<file path="config.mk">
export PLATFORM = sky130hd
export DESIGN_NAME = positional_array_list_flat
export DESIGN_NICKNAME = d
export VERILOG_FILES = /design/src/design/pal_pkg.sv /design/src/design/pal_in_if.sv /design/src/design/pal_out_if.sv /design/src/design/pal_mem.sv /design/src/design/pal_ctrl.sv /design/src/design/positional_array_list.sv /design/src/flat_wrapper.sv
export SDC_FILE = /design/constraint.sdc
export NUM_CORES = 1
export LEC_CHECK = 0
export ABC_CLOCK_PERIOD_IN_PS = 21300
export BUFFER_PORTS_ARGS = -buffer_cell sky130_fd_sc_hd__buf_2
export CORE_ASPECT_RATIO = 0.7
export CORE_MARGIN = 2
export CORE_UTILIZATION = 45
export DETAILED_ROUTE_END_ITERATION = 7
export SYNTH_ARGS = -nofsm -noshare
export SYNTH_HDL_FRONTEND = slang
export SYNTH_SLANG_ARGS = --single-unit
</file>
<file path="constraint.sdc">
create_clock -name clk_i -period 21.3 [get_ports clk_i]
set_input_delay 1.065 -clock clk_i [delete_from_list [all_inputs] [get_ports clk_i]]
set_output_delay 1.065 -clock clk_i [all_outputs]
set_load 0.02 [all_outputs]
</file>
<file path="src/design/pal_pkg.sv">
// ----------------------------------------------------------------------------
// pal_pkg
// shared widths, codes and memory request type of the positional array list
// ----------------------------------------------------------------------------
package pal_pkg;

  localparam int unsigned CapacityDef = 8;
  localparam int unsigned DataW       = 64;
  localparam int unsigned PosW        = 8;
  localparam int unsigned CmdW        = 3;
  localparam int unsigned StatusW     = 2;
  localparam int unsigned CountW      = 4;

  typedef enum logic [CmdW-1:0] {
    CMD_APPEND      = 3'd0,
    CMD_INSERT      = 3'd1,
    CMD_INSERT_HEAD = 3'd2,
    CMD_REMOVE      = 3'd3,
    CMD_UPDATE      = 3'd4,
    CMD_READ        = 3'd5
  } cmd_e;

  typedef enum logic [StatusW-1:0] {
    ST_OK     = 2'd0,
    ST_FULL   = 2'd1,
    ST_BADPOS = 2'd2
  } status_e;

  typedef struct packed {
    logic             we;
    logic [PosW-1:0]  waddr;
    logic [DataW-1:0] wdata;
    logic             re;
    logic [PosW-1:0]  raddr;
  } mem_req_t;

endpackage

</file>
<file path="src/design/pal_in_if.sv">
// ----------------------------------------------------------------------------
// pal_in_if
// command channel: valid/ready with command, position and entry word
// ----------------------------------------------------------------------------
interface pal_in_if
  import pal_pkg::*;
();

  logic             valid;
  logic             ready;
  logic [CmdW-1:0]  cmd;
  logic [PosW-1:0]  position;
  logic [DataW-1:0] entry_data;

  modport source (output valid, output cmd, output position, output entry_data, input ready);
  modport sink (input valid, input cmd, input position, input entry_data, output ready);

endinterface

</file>
<file path="src/design/pal_out_if.sv">
// ----------------------------------------------------------------------------
// pal_out_if
// result channel: valid/ready with status, read word and entry count
// ----------------------------------------------------------------------------
interface pal_out_if
  import pal_pkg::*;
();

  logic               valid;
  logic               ready;
  logic [StatusW-1:0] status;
  logic [DataW-1:0]   read_data;
  logic [CountW-1:0]  count;

  modport source (output valid, output status, output read_data, output count, input ready);
  modport sink (input valid, input status, input read_data, input count, output ready);

endinterface

</file>
<file path="src/design/pal_mem.sv">
// ----------------------------------------------------------------------------
// pal_mem
// entry storage: one write port, one read port with registered read data
// ----------------------------------------------------------------------------
module pal_mem
  import pal_pkg::*;
#(
  parameter int unsigned Capacity = CapacityDef
) (
  input  logic             clk_i,
  input  mem_req_t         req_i,
  output logic [DataW-1:0] rdata_o
);

  localparam int unsigned IdxW = $clog2(Capacity);

  logic [DataW-1:0] mem_q [Capacity];
  logic [DataW-1:0] rdata_q;

  always_ff @(posedge clk_i) begin
    if (req_i.we) begin
      mem_q[req_i.waddr[IdxW-1:0]] <= req_i.wdata;
    end
    if (req_i.re) begin
      rdata_q <= mem_q[req_i.raddr[IdxW-1:0]];
    end
  end

  assign rdata_o = rdata_q;

endmodule

</file>
<file path="src/design/pal_ctrl.sv">
// ----------------------------------------------------------------------------
// pal_ctrl
// command sequencer: checks, entry shifts through the memory, result register
// ----------------------------------------------------------------------------
module pal_ctrl
  import pal_pkg::*;
#(
  parameter int unsigned Capacity = CapacityDef
) (
  input  logic             clk_i,
  input  logic             rst_ni,
  pal_in_if.sink           in_i,
  pal_out_if.source        out_o,
  output mem_req_t         mem_req_o,
  input  logic [DataW-1:0] mem_rdata_i
);

  localparam int unsigned IdxW = $clog2(Capacity);
  localparam int unsigned CntW = $clog2(Capacity + 1);

  typedef enum logic [2:0] {
    S_IDLE,
    S_SHR,
    S_INS,
    S_SHL,
    S_RESP
  } state_e;

  state_e             state_q, state_d;
  logic [CntW-1:0]    count_q, count_d;
  logic [IdxW-1:0]    ptr_q, ptr_d;
  logic [IdxW-1:0]    idx_q, idx_d;
  logic [DataW-1:0]   data_q, data_d;
  status_e            status_q, status_d;
  logic               rd_sel_q, rd_sel_d;
  logic               out_valid_q, out_valid_d;
  logic [StatusW-1:0] out_status_q, out_status_d;
  logic [DataW-1:0]   out_rdata_q, out_rdata_d;
  logic [CountW-1:0]  out_count_q, out_count_d;

  logic            full;
  logic            pos_ok;
  logic [IdxW-1:0] in_idx;
  logic [IdxW-1:0] last_idx;
  logic [IdxW-1:0] ins_idx;

  assign full     = count_q >= CntW'(Capacity);
  assign pos_ok   = (in_i.position != '0) && (in_i.position <= PosW'(count_q));
  assign in_idx   = IdxW'(in_i.position - PosW'(1));
  assign last_idx = IdxW'(count_q - CntW'(1));
  assign ins_idx  = (in_i.cmd == CMD_INSERT_HEAD) ? '0 : in_idx;

  assign in_i.ready      = (state_q == S_IDLE);
  assign out_o.valid     = out_valid_q;
  assign out_o.status    = out_status_q;
  assign out_o.read_data = out_rdata_q;
  assign out_o.count     = out_count_q;

  always_comb begin
    state_d      = state_q;
    count_d      = count_q;
    ptr_d        = ptr_q;
    idx_d        = idx_q;
    data_d       = data_q;
    status_d     = status_q;
    rd_sel_d     = rd_sel_q;
    out_valid_d  = out_valid_q && !out_o.ready;
    out_status_d = out_status_q;
    out_rdata_d  = out_rdata_q;
    out_count_d  = out_count_q;
    mem_req_o    = '0;

    case (state_q)
      S_IDLE: begin
        if (in_i.valid) begin
          status_d = ST_OK;
          rd_sel_d = 1'b0;
          data_d   = in_i.entry_data;
          state_d  = S_RESP;
          case (in_i.cmd)
            CMD_APPEND: begin
              if (full) begin
                status_d = ST_FULL;
              end else begin
                mem_req_o.we    = 1'b1;
                mem_req_o.waddr = PosW'(count_q);
                mem_req_o.wdata = in_i.entry_data;
                count_d         = count_q + CntW'(1);
              end
            end
            CMD_INSERT, CMD_INSERT_HEAD: begin
              if (full) begin
                status_d = ST_FULL;
              end else if ((in_i.cmd == CMD_INSERT) && !pos_ok) begin
                status_d = ST_BADPOS;
              end else if (PosW'(ins_idx) == PosW'(count_q)) begin
                mem_req_o.we    = 1'b1;
                mem_req_o.waddr = PosW'(ins_idx);
                mem_req_o.wdata = in_i.entry_data;
                count_d         = count_q + CntW'(1);
              end else begin
                mem_req_o.re    = 1'b1;
                mem_req_o.raddr = PosW'(last_idx);
                ptr_d           = last_idx;
                idx_d           = ins_idx;
                state_d         = S_SHR;
              end
            end
            CMD_REMOVE: begin
              if (!pos_ok) begin
                status_d = ST_BADPOS;
              end else if (in_idx == last_idx) begin
                count_d = count_q - CntW'(1);
              end else begin
                mem_req_o.re    = 1'b1;
                mem_req_o.raddr = PosW'(in_idx + IdxW'(1));
                ptr_d           = in_idx + IdxW'(1);
                state_d         = S_SHL;
              end
            end
            CMD_UPDATE: begin
              if (!pos_ok) begin
                status_d = ST_BADPOS;
              end else begin
                mem_req_o.we    = 1'b1;
                mem_req_o.waddr = PosW'(in_idx);
                mem_req_o.wdata = in_i.entry_data;
              end
            end
            CMD_READ: begin
              if (!pos_ok) begin
                status_d = ST_BADPOS;
              end else begin
                mem_req_o.re    = 1'b1;
                mem_req_o.raddr = PosW'(in_idx);
                rd_sel_d        = 1'b1;
              end
            end
            default: begin
              status_d = ST_OK;
            end
          endcase
        end
      end
      S_SHR: begin
        mem_req_o.we    = 1'b1;
        mem_req_o.waddr = PosW'(ptr_q + IdxW'(1));
        mem_req_o.wdata = mem_rdata_i;
        if (ptr_q == idx_q) begin
          state_d = S_INS;
        end else begin
          mem_req_o.re    = 1'b1;
          mem_req_o.raddr = PosW'(ptr_q - IdxW'(1));
          ptr_d           = ptr_q - IdxW'(1);
        end
      end
      S_INS: begin
        mem_req_o.we    = 1'b1;
        mem_req_o.waddr = PosW'(idx_q);
        mem_req_o.wdata = data_q;
        count_d         = count_q + CntW'(1);
        state_d         = S_RESP;
      end
      S_SHL: begin
        mem_req_o.we    = 1'b1;
        mem_req_o.waddr = PosW'(ptr_q - IdxW'(1));
        mem_req_o.wdata = mem_rdata_i;
        if (ptr_q == last_idx) begin
          count_d = count_q - CntW'(1);
          state_d = S_RESP;
        end else begin
          mem_req_o.re    = 1'b1;
          mem_req_o.raddr = PosW'(ptr_q + IdxW'(1));
          ptr_d           = ptr_q + IdxW'(1);
        end
      end
      S_RESP: begin
        if (!out_valid_q || out_o.ready) begin
          out_valid_d  = 1'b1;
          out_status_d = status_q;
          out_rdata_d  = rd_sel_q ? mem_rdata_i : '0;
          out_count_d  = CountW'(count_q);
          state_d      = S_IDLE;
        end
      end
      default: begin
        state_d = S_IDLE;
      end
    endcase
  end

  always_ff @(posedge clk_i or negedge rst_ni) begin
    if (!rst_ni) begin
      state_q     <= S_IDLE;
      count_q     <= '0;
      out_valid_q <= 1'b0;
      rd_sel_q    <= 1'b0;
    end else begin
      state_q     <= state_d;
      count_q     <= count_d;
      out_valid_q <= out_valid_d;
      rd_sel_q    <= rd_sel_d;
    end
  end

  always_ff @(posedge clk_i) begin
    ptr_q        <= ptr_d;
    idx_q        <= idx_d;
    data_q       <= data_d;
    status_q     <= status_d;
    out_status_q <= out_status_d;
    out_rdata_q  <= out_rdata_d;
    out_count_q  <= out_count_d;
  end

endmodule

</file>
<file path="src/design/positional_array_list.sv">
// ----------------------------------------------------------------------------
// positional_array_list
// fixed-capacity ordered list of 64-bit entries held in a synchronous memory
// sequence: append, update, read and rejected commands go straight to the result
//   state; insert moves the entries at and after the position up, writes the new
//   entry, then gives the result; remove moves the later entries down first
// throughput: the next command is taken the cycle after the result is loaded,
//   one entry moved per cycle through the memory's single read/write port pair
// reset: count and handshake clear at once; memory contents are not cleared
// ----------------------------------------------------------------------------
module positional_array_list
  import pal_pkg::*;
#(
  parameter int unsigned Capacity = CapacityDef
) (
  input  logic      clk_i,
  input  logic      rst_ni,
  pal_in_if.sink    in_i,
  pal_out_if.source out_o
);

  mem_req_t         mem_req;
  logic [DataW-1:0] mem_rdata;

  pal_ctrl #(
    .Capacity (Capacity)
  ) u_ctrl (
    .clk_i       (clk_i),
    .rst_ni      (rst_ni),
    .in_i        (in_i),
    .out_o       (out_o),
    .mem_req_o   (mem_req),
    .mem_rdata_i (mem_rdata)
  );

  pal_mem #(
    .Capacity (Capacity)
  ) u_mem (
    .clk_i   (clk_i),
    .req_i   (mem_req),
    .rdata_o (mem_rdata)
  );

endmodule
</file>
<file path="src/flat_wrapper.sv">
// flat-port wrapper written by rule: the top's interface ports become plain ports
module positional_array_list_flat import pal_pkg::*;
#(
  parameter int unsigned Capacity = CapacityDef
)
  (clk_i, rst_ni, in_i_valid, in_i_cmd, in_i_position, in_i_entry_data, in_i_ready, out_o_valid, out_o_status, out_o_read_data, out_o_count, out_o_ready);
  pal_in_if in_i_i ();
  pal_out_if out_o_i ();
  input  logic clk_i;
  input  logic rst_ni;
  input wire logic [$bits(in_i_i.valid)-1:0] in_i_valid;
  input wire logic [$bits(in_i_i.cmd)-1:0] in_i_cmd;
  input wire logic [$bits(in_i_i.position)-1:0] in_i_position;
  input wire logic [$bits(in_i_i.entry_data)-1:0] in_i_entry_data;
  output wire logic [$bits(in_i_i.ready)-1:0] in_i_ready;
  output wire logic [$bits(out_o_i.valid)-1:0] out_o_valid;
  output wire logic [$bits(out_o_i.status)-1:0] out_o_status;
  output wire logic [$bits(out_o_i.read_data)-1:0] out_o_read_data;
  output wire logic [$bits(out_o_i.count)-1:0] out_o_count;
  input wire logic [$bits(out_o_i.ready)-1:0] out_o_ready;
  assign in_i_i.valid = in_i_valid;
  assign in_i_i.cmd = in_i_cmd;
  assign in_i_i.position = in_i_position;
  assign in_i_i.entry_data = in_i_entry_data;
  assign in_i_ready = in_i_i.ready;
  assign out_o_valid = out_o_i.valid;
  assign out_o_status = out_o_i.status;
  assign out_o_read_data = out_o_i.read_data;
  assign out_o_count = out_o_i.count;
  assign out_o_i.ready = out_o_ready;
  positional_array_list #(.Capacity(Capacity)) u_core (.clk_i(clk_i), .rst_ni(rst_ni), .in_i(in_i_i), .out_o(out_o_i));
endmodule
</file>
==> results.sh, run 1 <==
export IMPL_fin_setup_tns_ps=0
export IMPL_crit_path_cell_trace="buf_4, nand2b_1, a311oi_1, nor2_1, nor2_1, a211o_4, buf_4, buf_4, mux2i_1, mux2i_1, mux2_2"
export IMPL_core_area_sq_mm=0.06500
export IMPL_power_leakage_nw=11.42
export IMPL_htreeDepth=3
export IMPL_root_buffer="clkbuf_16"
export IMPL_cpPeakStageDelay_ps=950
export IMPL_io_pins=151
export IMPL_clk_path_buf_depth=3
export IMPL_via_per_inst=5.570
export IMPL_numCtsBuffers=71
export IMPL_slew_headroom_pct=23.76
export IMPL_required_ps=21640
export IMPL_crit_slowest_cell="buf_4"
export IMPL_rsz0062_at_grt="false"
export IMPL_avgSynthCellArea_sq_um=17.73
export IMPL_die_area_sq_mm=0.06803
export IMPL_min_period_ps=6120
export IMPL_worst_slack_ps=15180
export IMPL_skew_ps=23.86
export IMPL_antenna_cells=0
export IMPL_io_buffers=150
export IMPL_cts_tree="yes"
export IMPL_yosysWarnings=0
export IMPL_status="completed"
export IMPL_synth_edf_count=718
export IMPL_grt_max_degree=131
export IMPL_wl_per_cell_um=23.43
export IMPL_final_core_util_pct=51.44
export IMPL_synth_top_area_share_pct=72.67
export IMPL_slew_viol_final=0
export IMPL_cpMostUsedCell="buf_4"
export IMPL_endpoint_kind="register"
export IMPL_synth_seq_area_share_pct=73.43
export IMPL_power_density_mw_per_mm2=111.3
export IMPL_r2r_start="u_core.u_ctrl.state_q[0]$_DFFE_PN0P_"
export IMPL_cap_violations=0
export IMPL_nets=1910
export IMPL_synth_area_leaders="edfxtp_1 73%, mux2i_1 13%, mux2_2 2.4%, a222oi_1 2.2%, and2_1 1.5%"
export IMPL_fp_dieH_um=218.8
export IMPL_ys_ff_latch=727
export IMPL_dr_first_iter_drc_count=1476
export IMPL_grt_pass1_wl_mm=96.90
export IMPL_drt_wl_total_mm=64.55
export IMPL_met1Wirelength_mm=30.26
export IMPL_yosysUniqueCellTypes=61
export IMPL_gp_congestion=0.8771
export IMPL_dpl_hpwl_mm=34.30
export IMPL_grt_total_usage_pct=18.94
export IMPL_worstSetupPathType="register to register"
export IMPL_async_flop_share_pct=1.238
export IMPL_finalSetupViolCount=0
export IMPL_antenna_found_initial=0
export IMPL_worstMarginPinSlew_ps=1144
export IMPL_overflow=0
export IMPL_vias=15350
export IMPL_drc=0
export IMPL_hold_slack_ps=318.6
export IMPL_wl_met3_mm=3.870
export IMPL_synth_area_leader_cell="edfxtp_1"
export IMPL_fp_dieW_um=310.9
export IMPL_syn_instance_count=1673
export IMPL_routed_wl_met2_mm=29.41
export IMPL_ir_drop_mv=0.07758
export IMPL_cts_resized=0
export IMPL_dp_slack_ps=14890
export IMPL_max_freq_mhz=163.4
export IMPL_hp_class="input port to async pin"
export IMPL_clk_pin_slew_ps=60
export IMPL_cp_max_fo=63
export IMPL_synth_main_ff_cell="edfxtp_1"
export IMPL_cts_sinks=727
export IMPL_firstDrtPassIters=7
export IMPL_drive_above_1_share_pct=19.31
export IMPL_cp_start_kind="register"
export IMPL_clk_latency_ps=610
export IMPL_arrival_ps=6460
export IMPL_start_util_pct=45.65
export IMPL_synthToLayoutAreaGrowth_pct=12.69
export IMPL_critPathLaunch="u_core.u_ctrl.state_q[0]$_DFFE_PN0P_"
export IMPL_syn_area_sq_mm=0.02967
export IMPL_ant_nets=0
export IMPL_grt_pass1_vias=15280
export IMPL_cts_hold_buf=0
export IMPL_post_route_period_util_pct=28.73
export IMPL_cts_setup_buffers=0
export IMPL_top_layer_used="met4"
export IMPL_syn_nets=1762
export IMPL_num_rows=78
export IMPL_final_hold_viol_count=0
[cell type report]
cell class / count / area [sq um]
Multi-Input combinational cell: 827 / 7253
Tap cell: 880 / 1101
Timing Repair Buffer: 175 / 950.9
Fill cell: 5286 / 31560
Sequential cell: 727 / 21790
Inverter: 19 / 72.57
Clock buffer: 84 / 1889
Clock inverter: 43 / 372.9
[worst paths after layout]
| kind | to | slack, ps | cells after the start |
|---|---|---|---|
| worst min-delay path | u_core.u_ctrl.state_q[0]$_DFFE_PN0P_ | 320 | 1 |
| worst min register to register | u_core.u_ctrl.out_o.status[1]$_DFFE_PP_ | 420 | 0 |
| worst max-delay path | u_core.u_mem.rdata_o[12]$_DFFE_PP_ | 15180 | 11 |
| min in group clk_i | u_core.u_ctrl.out_o.status[1]$_DFFE_PP_ | 420 | 0 |
| max in group asynchronous | u_core.u_ctrl.state_q[2]$_DFFE_PN0P_ | 20760 | 1 |
| worst max register to register | u_core.u_mem.rdata_o[12]$_DFFE_PP_ | 15180 | 11 |
[through the flow]
stage               power (W)  cell area, sq um  cells
finish               0.003720             33430   2755
global placement     0.002515             31170   2628
CTS                  0.003753             33430   2755
global route         0.003867             33430   2755
detailed placement   0.002522             31170   2628
floorplan            0.002303             29670   1673
[Yosys cell counts, types with 12 or more instances]
cell and n:
buf_2 28, mux2_2 63, a21oi_1 15, buf_6 17, a222oi_1 64, clkbuf_1 40
nand2_1 14, edfxtp_1 718, nor2_1 85, mux2i_1 384, inv_1 19, xnor2_1 12
and2_1 69
[power breakdown]
part,leakage (nW),internal [W],switching (W)
sequential,6.80,0.00177,0.0000634
combinational,3.51,0.000228,0.000432
clock,1.11,0.000708,0.000523
[per-layer routing]
metal	up-vias	GRT usage, %
li1	6906	-
met1	7842	27.93
met2	513	29.17
met3	84	3.771
met4	0	4.283
met5	-	0
[critical path: cells and delay by family (launching register included)]
family | cells | cell delay [ps]
mux | 3 | 670
simple gates | 3 | 690
buf+inv | 3 | 2350
flops | 1 | 650
compound gates | 2 | 1360
[cells by family after synthesis]
kind of cell    after synthesis  share of synthesized area [%]
flops                       727                          73.43
mux                         447                          15.35
simple gates                219                          3.880
compound gates              130                          3.690
buf+inv                     119                          2.488
xor+xnor                     21                         0.7169
fa+ha+maj                    10                         0.4470
[cells in the final DEF (no fill, tap or decap), types with 3 or more instances in the layout]
master     netlist  final
a211oi_1         4      4
a21oi_1         15     15
a221o_1          3      3
a221oi_1         4      3
a222oi_1        64     64
a22oi_1          3      3
a31oi_1          4      4
and2_1          69     68
and3_4           0      3
buf_2           28    150
buf_4            1     24
bufinv_16        0      6
clkbuf_1        40     10
clkbuf_16        0     74
clkinv_1         0     16
clkinv_2         0     16
dfrtp_1          9      6
edfxtp_1       718    718
ha_1             9      9
inv_1           19     18
mux2_2          63     63
mux2i_1        384    384
nand2_1         14     14
nand2b_1         9      9
nand3_1          5      5
nand3b_1         4      4
nor2_1          85     81
nor2_4           0      4
nor2b_1          6      5
nor3_1           6      4
nor3_2           3      4
nor4_1           4      4
o21ai_0         11     10
xnor2_1         12     12
xor2_1           7      7
[flip-flops by register name, summed over array words and instances, names as in the netlist]
register,cells
u_core.u_ctrl.rd_sel_q,1
u_core.u_ctrl.idx_q,3
u_core.u_ctrl.status_q,2
u_core.u_ctrl.out_o.read_data,64
u_core.u_ctrl.out_o.status,2
u_core.u_mem.rdata_o,64
u_core.u_ctrl.out_o.count,4
u_core.u_ctrl.count_q,4
u_core.u_ctrl.data_q,64
u_core.u_ctrl.state_q,3
u_core.u_ctrl.out_o.valid,1
u_core.u_ctrl.ptr_q,3
u_core.u_mem.mem_q,512
(Power assumes the default switching activity.)
==> run 2, diff against run 1 <==
ABC_CLOCK_PERIOD_IN_PS = 5000   (was 21300)
clock period = 5 ns   (was 21.3 ns; I/O delays follow)
==> run 2 against run 1 <==
Die area did not move. First-iteration DRC count increased by 6.2%. Final area is 3.2% higher. Non-clock buffer count increased by 89. Via count increased by 2.1%. Clock skew increased by 1.0 ps. Routed wire length about the same. Final cell count increased by 3.2%. Total power grew to 4.3 times the previous value. Critical path depth unchanged. Highest routed layer unchanged.
==> results.sh, run 2 (synthesis results as in run 1) <==
export IMPL_largest_register_ffs=512
export IMPL_cts_sinks=727
export IMPL_cp_max_fo=37
export IMPL_hp_class="input port to async pin"
export IMPL_worstSetupPathType="register to register"
export IMPL_cap_violations=0
export IMPL_slew_viol_final=0
export IMPL_antenna_cells=0
export IMPL_dpl_hpwl_mm=35.03
export IMPL_slew_headroom_pct=32.31
export IMPL_n_fill_cell=5258
export IMPL_overflow=0
export IMPL_power_density_mw_per_mm2=460.6
export IMPL_nets=1998
export IMPL_crit_slowest_cell="a211o_4"
export IMPL_vias=15670
export IMPL_io_pins=151
export IMPL_start_util_pct=45.65
export IMPL_core_area_sq_mm=0.06500
export IMPL_antenna_found_initial=1
export IMPL_cpPeakStageDelay_ps=670
export IMPL_root_buffer="clkbuf_16"
export IMPL_grt_total_usage_pct=18.93
export IMPL_gp_congestion=0.8547
export IMPL_finalSetupViolCount=0
export IMPL_final_cell_mix="718 x edfxtp_1, 384 x mux2i_1, 150 x buf_2"
export IMPL_clk_path_buf_depth=3
export IMPL_cts_tree="yes"
export IMPL_fp_dieH_um=218.8
export IMPL_synthToLayoutAreaGrowth_pct=16.27
export IMPL_fp_dieW_um=310.9
export IMPL_power_share_sequential_pct=48.5
export IMPL_drc=0
export IMPL_final_core_util_pct=53.07
export IMPL_ff_latch_area_sq_mm=0.02179
export IMPL_endpoint_kind="register"
export IMPL_via_per_inst=5.512
export IMPL_htreeDepth=3
export IMPL_cp_start_kind="register"
export IMPL_ant_nets=0
export IMPL_swShare_pct=27.34
export IMPL_crit_path_cell_trace="inv_1, ha_1, and4_1, a31oi_1, o31a_1, nor3_2, a211o_4, buf_4, mux2i_1, mux2i_1, mux2_2"
export IMPL_worstMarginPinSlew_ps=1015
export IMPL_p_sw_w=0.004344
export IMPL_drive_above_1_share_pct=19.47
export IMPL_io_buffers=150
export IMPL_fin_setup_tns_ps=0
export IMPL_grt_pass1_vias=15530
export IMPL_power_leakage_nw=11.86
export IMPL_arrival_ps=4640
export IMPL_final_common_cell="edfxtp_1"
export IMPL_num_rows=78
export IMPL_clk_latency_ps=620
export IMPL_die_area_sq_mm=0.06803
export IMPL_finalPower_w=0.01589
export IMPL_status="completed"
export IMPL_grt_max_degree=77
export IMPL_finish_instance_area_sq_mm=0.03449
export IMPL_clk_pin_slew_ps=60
export IMPL_firstDrtPassIters=6
export IMPL_numCtsBuffers=70
export IMPL_multi_input_area_sq_mm=0.007264
export IMPL_final_hold_viol_count=0
export IMPL_post_route_period_util_pct=85.94
export IMPL_p_int_w=0.01154
export IMPL_ir_drop_mv=0.3323
export IMPL_cpMostUsedCell="mux2i_1"
export IMPL_place_area_sq_mm=0.03161
export IMPL_skew_ps=24.91
export IMPL_max_freq_mhz=232.7
export IMPL_rsz0062_at_grt="false"
export IMPL_drt_wl_total_mm=64.59
export IMPL_grt_pass1_wl_mm=97.17
export IMPL_pwr_share_comb_pct=18.7
export IMPL_hold_slack_ps=43.38
export IMPL_power_frac_clock_pct=32.8
export IMPL_wl_per_cell_um=22.73
export IMPL_dr_first_iter_drc_count=1568
export IMPL_required_ps=5340
export IMPL_min_period_ps=4297
[run 2: cell count changes in the layout (fill, tap and decap cells not counted), moves of 3 or more]
cell	before	now
buf_12	1	21
buf_4	24	27
clkbuf_1	10	19
clkinv_1	16	8
clkinv_2	16	10
dlygate4sd3_1	0	66
[run 2: metal layers]
layer	share of wire [%]	global-route usage (%)
met5	0	0
met4	1.8	4.187
met3	5.0	3.194
met2	46	29.78
met1	47	27.79
[run 2: area by class of cell]
class                   instances  area share (%)
flip-flops and latches        727           63.18
well taps                     880           3.192
repair buffers                264           5.898
clock buffers                  91           5.430
clock inverters                34           1.027
multi-input cells             827           21.06
inverters                      19          0.2176
[run 2: critical path, delay by kind of cell, from the launching register on]
family | cells | cell delay [ps]
and+or+nand+nor | 2 | 710
DFF | 1 | 570
muxes | 3 | 660
AOI/OAI and AO/OA | 3 | 1150
buffers and inverters | 2 | 580
adders and majority gates | 1 | 340
[run 2: worst paths after layout]
path	start	endpoint	slack [ps]	cells after the start
worst max-delay path	u_core.u_ctrl.count_q[2]$_DFFE_PN0P_	u_core.u_mem.rdata_o[21]$_DFFE_PP_	700	11
worst min-delay path	rst_ni	u_core.u_ctrl.count_q[2]$_DFFE_PN0P_	40	2
worst max register to register	u_core.u_ctrl.count_q[2]$_DFFE_PN0P_	u_core.u_mem.rdata_o[21]$_DFFE_PP_	700	11
worst min register to register	u_core.u_ctrl.status_q[1]$_DFFE_PP_	u_core.u_ctrl.out_o.status[1]$_DFFE_PP_	430	0
max in group asynchronous	rst_ni	u_core.u_ctrl.state_q[2]$_DFFE_PN0P_	4710	2
min in group clk_i	in_i_position[0]	u_core.u_ctrl.idx_q[0]$_DFFE_PP_	80	2
[run 2: metrics by stage]
step                setup WS (ps)  cells
floorplan                   138.5   1673
global placement            705.3   2651
global route                347.2   2842
CTS                         694.5   2842
finish                      703.1   2842
detailed placement          560.9   2651
[run 2: what timing repair did]
| item | in CTS | in global routing |
|---|---|---|
| hold buffers | 66 | 0 |
| endpoints found under the hold margin | 74 | 0 |
| resized for setup | 0 | 0 |
| buffers inserted | 0 | 0 |
[run 2: power by group through the flow]
| stage | clock network, W | logic, W | registers, W |
|---|---|---|---|
| 5_1_grt | 0.00557 | 0.00321 | 0.00775 |
| 4_1_cts | 0.00534 | 0.00302 | 0.00771 |
| 6_report | 0.00521 | 0.00297 | 0.00771 |
| 3_3_place_gp | 0 | 0.00292 | 0.00782 |
| 2_1_floorplan | 0 | 0.00179 | 0.00802 |
| 3_5_place_dp | 0 | 0.00297 | 0.00784 |
==> run 3, diff against run 2 <==
ABC_AREA = 1   (was not set)
==> run 3 against run 2 <==
Synthesized cell count is 87% higher. Area after synthesis up 9.3%. Routed wire length up 30%. Total power up 7.1%. Register-to-register slack worse by 50 ps. Non-clock buffer count is 3 lower. Highest routed layer unchanged.
==> results.sh, run 3 <==
export IMPL_status="completed"
export IMPL_endpoint_kind="register"
export IMPL_syn_nets=3222
export IMPL_cts_sinks=727
export IMPL_post_route_period_util_pct=86.89
export IMPL_final_hold_viol_count=0
export IMPL_largest_register_ffs=512
export IMPL_dp_slack_ps=690.9
export IMPL_overflow=0
export IMPL_yosysWarnings=0
export IMPL_drc=0
export IMPL_fin_cells=4323
export IMPL_core_area_sq_mm=0.07141
export IMPL_antenna_found_initial=3
export IMPL_finish_instance_area_sq_mm=0.03730
export IMPL_dr_first_iter_drc_count=2397
export IMPL_synth_area_leaders="edfxtp_1 66%, nand2_1 9.3%, nand3_1 9.2%, inv_1 7.2%, buf_2 1.5%"
export IMPL_final_cell_mix="803 x nand2_1, 718 x edfxtp_1, 620 x inv_1"
export IMPL_drive_above_1_share_pct=9.952
export IMPL_p_int_w=0.01183
export IMPL_htreeDepth=3
export IMPL_synth_most_common_cell="nand2_1"
export IMPL_synthToLayoutAreaGrowth_pct=15.04
export IMPL_cpPeakStageDelay_ps=720
export IMPL_firstDrtPassIters=5
export IMPL_cts_resized=0
export IMPL_root_buffer="clkbuf_16"
export IMPL_required_ps=5300
export IMPL_slew_viol_final=0
export IMPL_finalSetupViolCount=0
export IMPL_crit_path_cell_trace="inv_1, ha_1, nand2_1, inv_1, nand2_1, nand2_1, nand2_1, nand2_1, inv_1, nand2_1, o221ai_1, a21oi_1, nand2_1, nor2_4, buf_12"
export IMPL_worst_slack_ps=655.4
export IMPL_grt_total_usage_pct=22.71
export IMPL_wl_per_cell_um=19.47
export IMPL_p_sw_w=0.005182
export IMPL_final_common_cell="nand2_1"
export IMPL_ys_top_cells_by_count="805 x nand2_1, 718 x edfxtp_1, 620 x inv_1"
export IMPL_synth_edf_count=718
export IMPL_power_share_sequential_pct=46.8
export IMPL_ys_ff_latch=727
export IMPL_fp_dieH_um=228.6
export IMPL_io_pins=151
export IMPL_io_buffers=150
export IMPL_cap_violations=0
export IMPL_skew_ps=23.44
export IMPL_async_flop_share_pct=1.238
export IMPL_grt_pass1_vias=22090
export IMPL_fp_dieW_um=324.8
export IMPL_cts_tree="yes"
export IMPL_drt_wl_total_mm=84.18
export IMPL_rsz0062_at_grt="false"
export IMPL_nets=3390
export IMPL_worstSetupPathType="register to register"
export IMPL_cpMostUsedCell="nand2_1"
export IMPL_rrSetupSlack_ps=660
export IMPL_synth_main_ff_cell="edfxtp_1"
export IMPL_cp_max_fo=27
export IMPL_power_density_mw_per_mm2=456.0
export IMPL_power_frac_clock_pct=32.6
export IMPL_power_leakage_nw=16.09
export IMPL_numCtsBuffers=74
export IMPL_r2r_start="u_core.u_ctrl.count_q[2]$_DFFE_PN0P_"
export IMPL_syn_area_sq_mm=0.03242
export IMPL_worstMarginPinSlew_ps=1009
export IMPL_clk_pin_slew_ps=60
export IMPL_syn_instance_count=3133
export IMPL_synth_top_area_share_pct=66.49
export IMPL_clk_path_buf_depth=3
export IMPL_pwr_share_comb_pct=20.6
export IMPL_ant_nets=0
export IMPL_ir_drop_mv=0.2667
export IMPL_num_rows=82
export IMPL_reg2reg_depth=15
export IMPL_die_area_sq_mm=0.07425
export IMPL_placed_cells=4125
export IMPL_hp_class="input port to async pin"
export IMPL_avgSynthCellArea_sq_um=10.35
export IMPL_synth_seq_area_share_pct=67.19
export IMPL_vias=22570
export IMPL_min_period_ps=4345
export IMPL_cts_hold_buf=66
export IMPL_dpl_hpwl_mm=46.96
export IMPL_synth_area_leader_cell="edfxtp_1"
export IMPL_grt_max_degree=141
export IMPL_gp_congestion=0.9016
export IMPL_start_util_pct=45.41
export IMPL_via_per_inst=5.221
export IMPL_cts_setup_buffers=0
export IMPL_cp_start_kind="register"
export IMPL_yosysUniqueCellTypes=37
export IMPL_place_area_sq_mm=0.03425
export IMPL_arrival_ps=4650
export IMPL_swShare_pct=30.46
export IMPL_clk_latency_ps=630
export IMPL_crit_slowest_cell="a21oi_1"
export IMPL_rr_endpoint="u_core.u_mem.mem_q[6][24]$_DFFE_PP_"
export IMPL_max_freq_mhz=230.2
export IMPL_slew_headroom_pct=32.73
export IMPL_final_core_util_pct=52.24
export IMPL_grt_pass1_wl_mm=130.2
-- run 3: cell type report --
| type | instances | area, sq um |
|---|---|---|
| diodes | 1 | 2.502 |
| clock buffers | 90 | 1954 |
| clock inverters | 41 | 431.7 |
| fillers | 6246 | 34110 |
| inverters | 626 | 2350 |
| multi-input cells | 1611 | 7527 |
| flip-flops and latches | 727 | 21790 |
| well taps | 966 | 1209 |
| repair buffers | 261 | 2037 |
-- run 3: critical path, delay by kind of cell (launching register included) --
family / cells / cell delay, ps
buffers and inverters: 4 / 700
adder cells (fa/ha/maj): 1 / 310
flip-flops: 1 / 540
AND/OR/NAND/NOR: 8 / 1600
AO/OA/AOI/OAI: 2 / 850
-- run 3: power groups by stage --
stage | Clock [W] | Combinational, W | Sequential [W]
after detailed placement | 0 | 0.00346 | 0.00809
final | 0.00554 | 0.00350 | 0.00797
after global placement | 0 | 0.00342 | 0.00808
after floorplan | 0 | 0.00198 | 0.00828
after global routing | 0.00591 | 0.00383 | 0.00802
after CTS | 0.00565 | 0.00351 | 0.00797
-- run 3: worst max-delay path by stage --
stage,from,endpoint,slack [ps],cells past startpoint
4_1_cts,u_core.u_ctrl.count_q[2]$_DFFE_PN0P_,u_core.u_mem.mem_q[6][24]$_DFFE_PP_,680,15
2_1_floorplan,u_core.u_ctrl.state_q[0]$_DFFE_PN0P_,u_core.u_mem.mem_q[4][0]$_DFFE_PP_,-1010,13
3_5_place_dp,u_core.u_ctrl.count_q[2]$_DFFE_PN0P_,u_core.u_mem.mem_q[6][37]$_DFFE_PP_,690,15
6_report,u_core.u_ctrl.count_q[2]$_DFFE_PN0P_,u_core.u_mem.mem_q[6][24]$_DFFE_PP_,660,15
3_3_place_gp,u_core.u_ctrl.count_q[2]$_DFFE_PN0P_,u_core.u_mem.mem_q[6][39]$_DFFE_PP_,750,15
5_1_grt,u_core.u_ctrl.count_q[2]$_DFFE_PN0P_,u_core.u_mem.mem_q[6][24]$_DFFE_PP_,360,15
-- run 3: stage by stage --
stage / total power [W] / hold WS, ps / TNS, ps
4_1_cts: 0.01713 / 0.4698 / 0
6_report: 0.01701 / 22.07 / 0
3_5_place_dp: 0.01155 / 135.0 / 0
2_1_floorplan: 0.01026 / -45.59 / -486190
3_3_place_gp: 0.01150 / 144.8 / 0
5_1_grt: 0.01776 / 28.22 / 0
-- run 3: cell families after synthesis --
| kind of cell | share of synthesized area [%] |
|---|---|
| simple gates | 19.47 |
| buf+inv | 10.11 |
| flops | 67.19 |
| compound gates | 2.396 |
| xor+xnor | 0.4283 |
| fa+ha+maj | 0.4090 |
-- run 3: metal layers --
metal	GRT usage, %	wire length [um]	part of all wire, %
met2	36.26	38930	46
met3	4.114	5760	6.8
met5	0	0	0
met4	5.715	1684	2.0
met1	32.29	37800	45
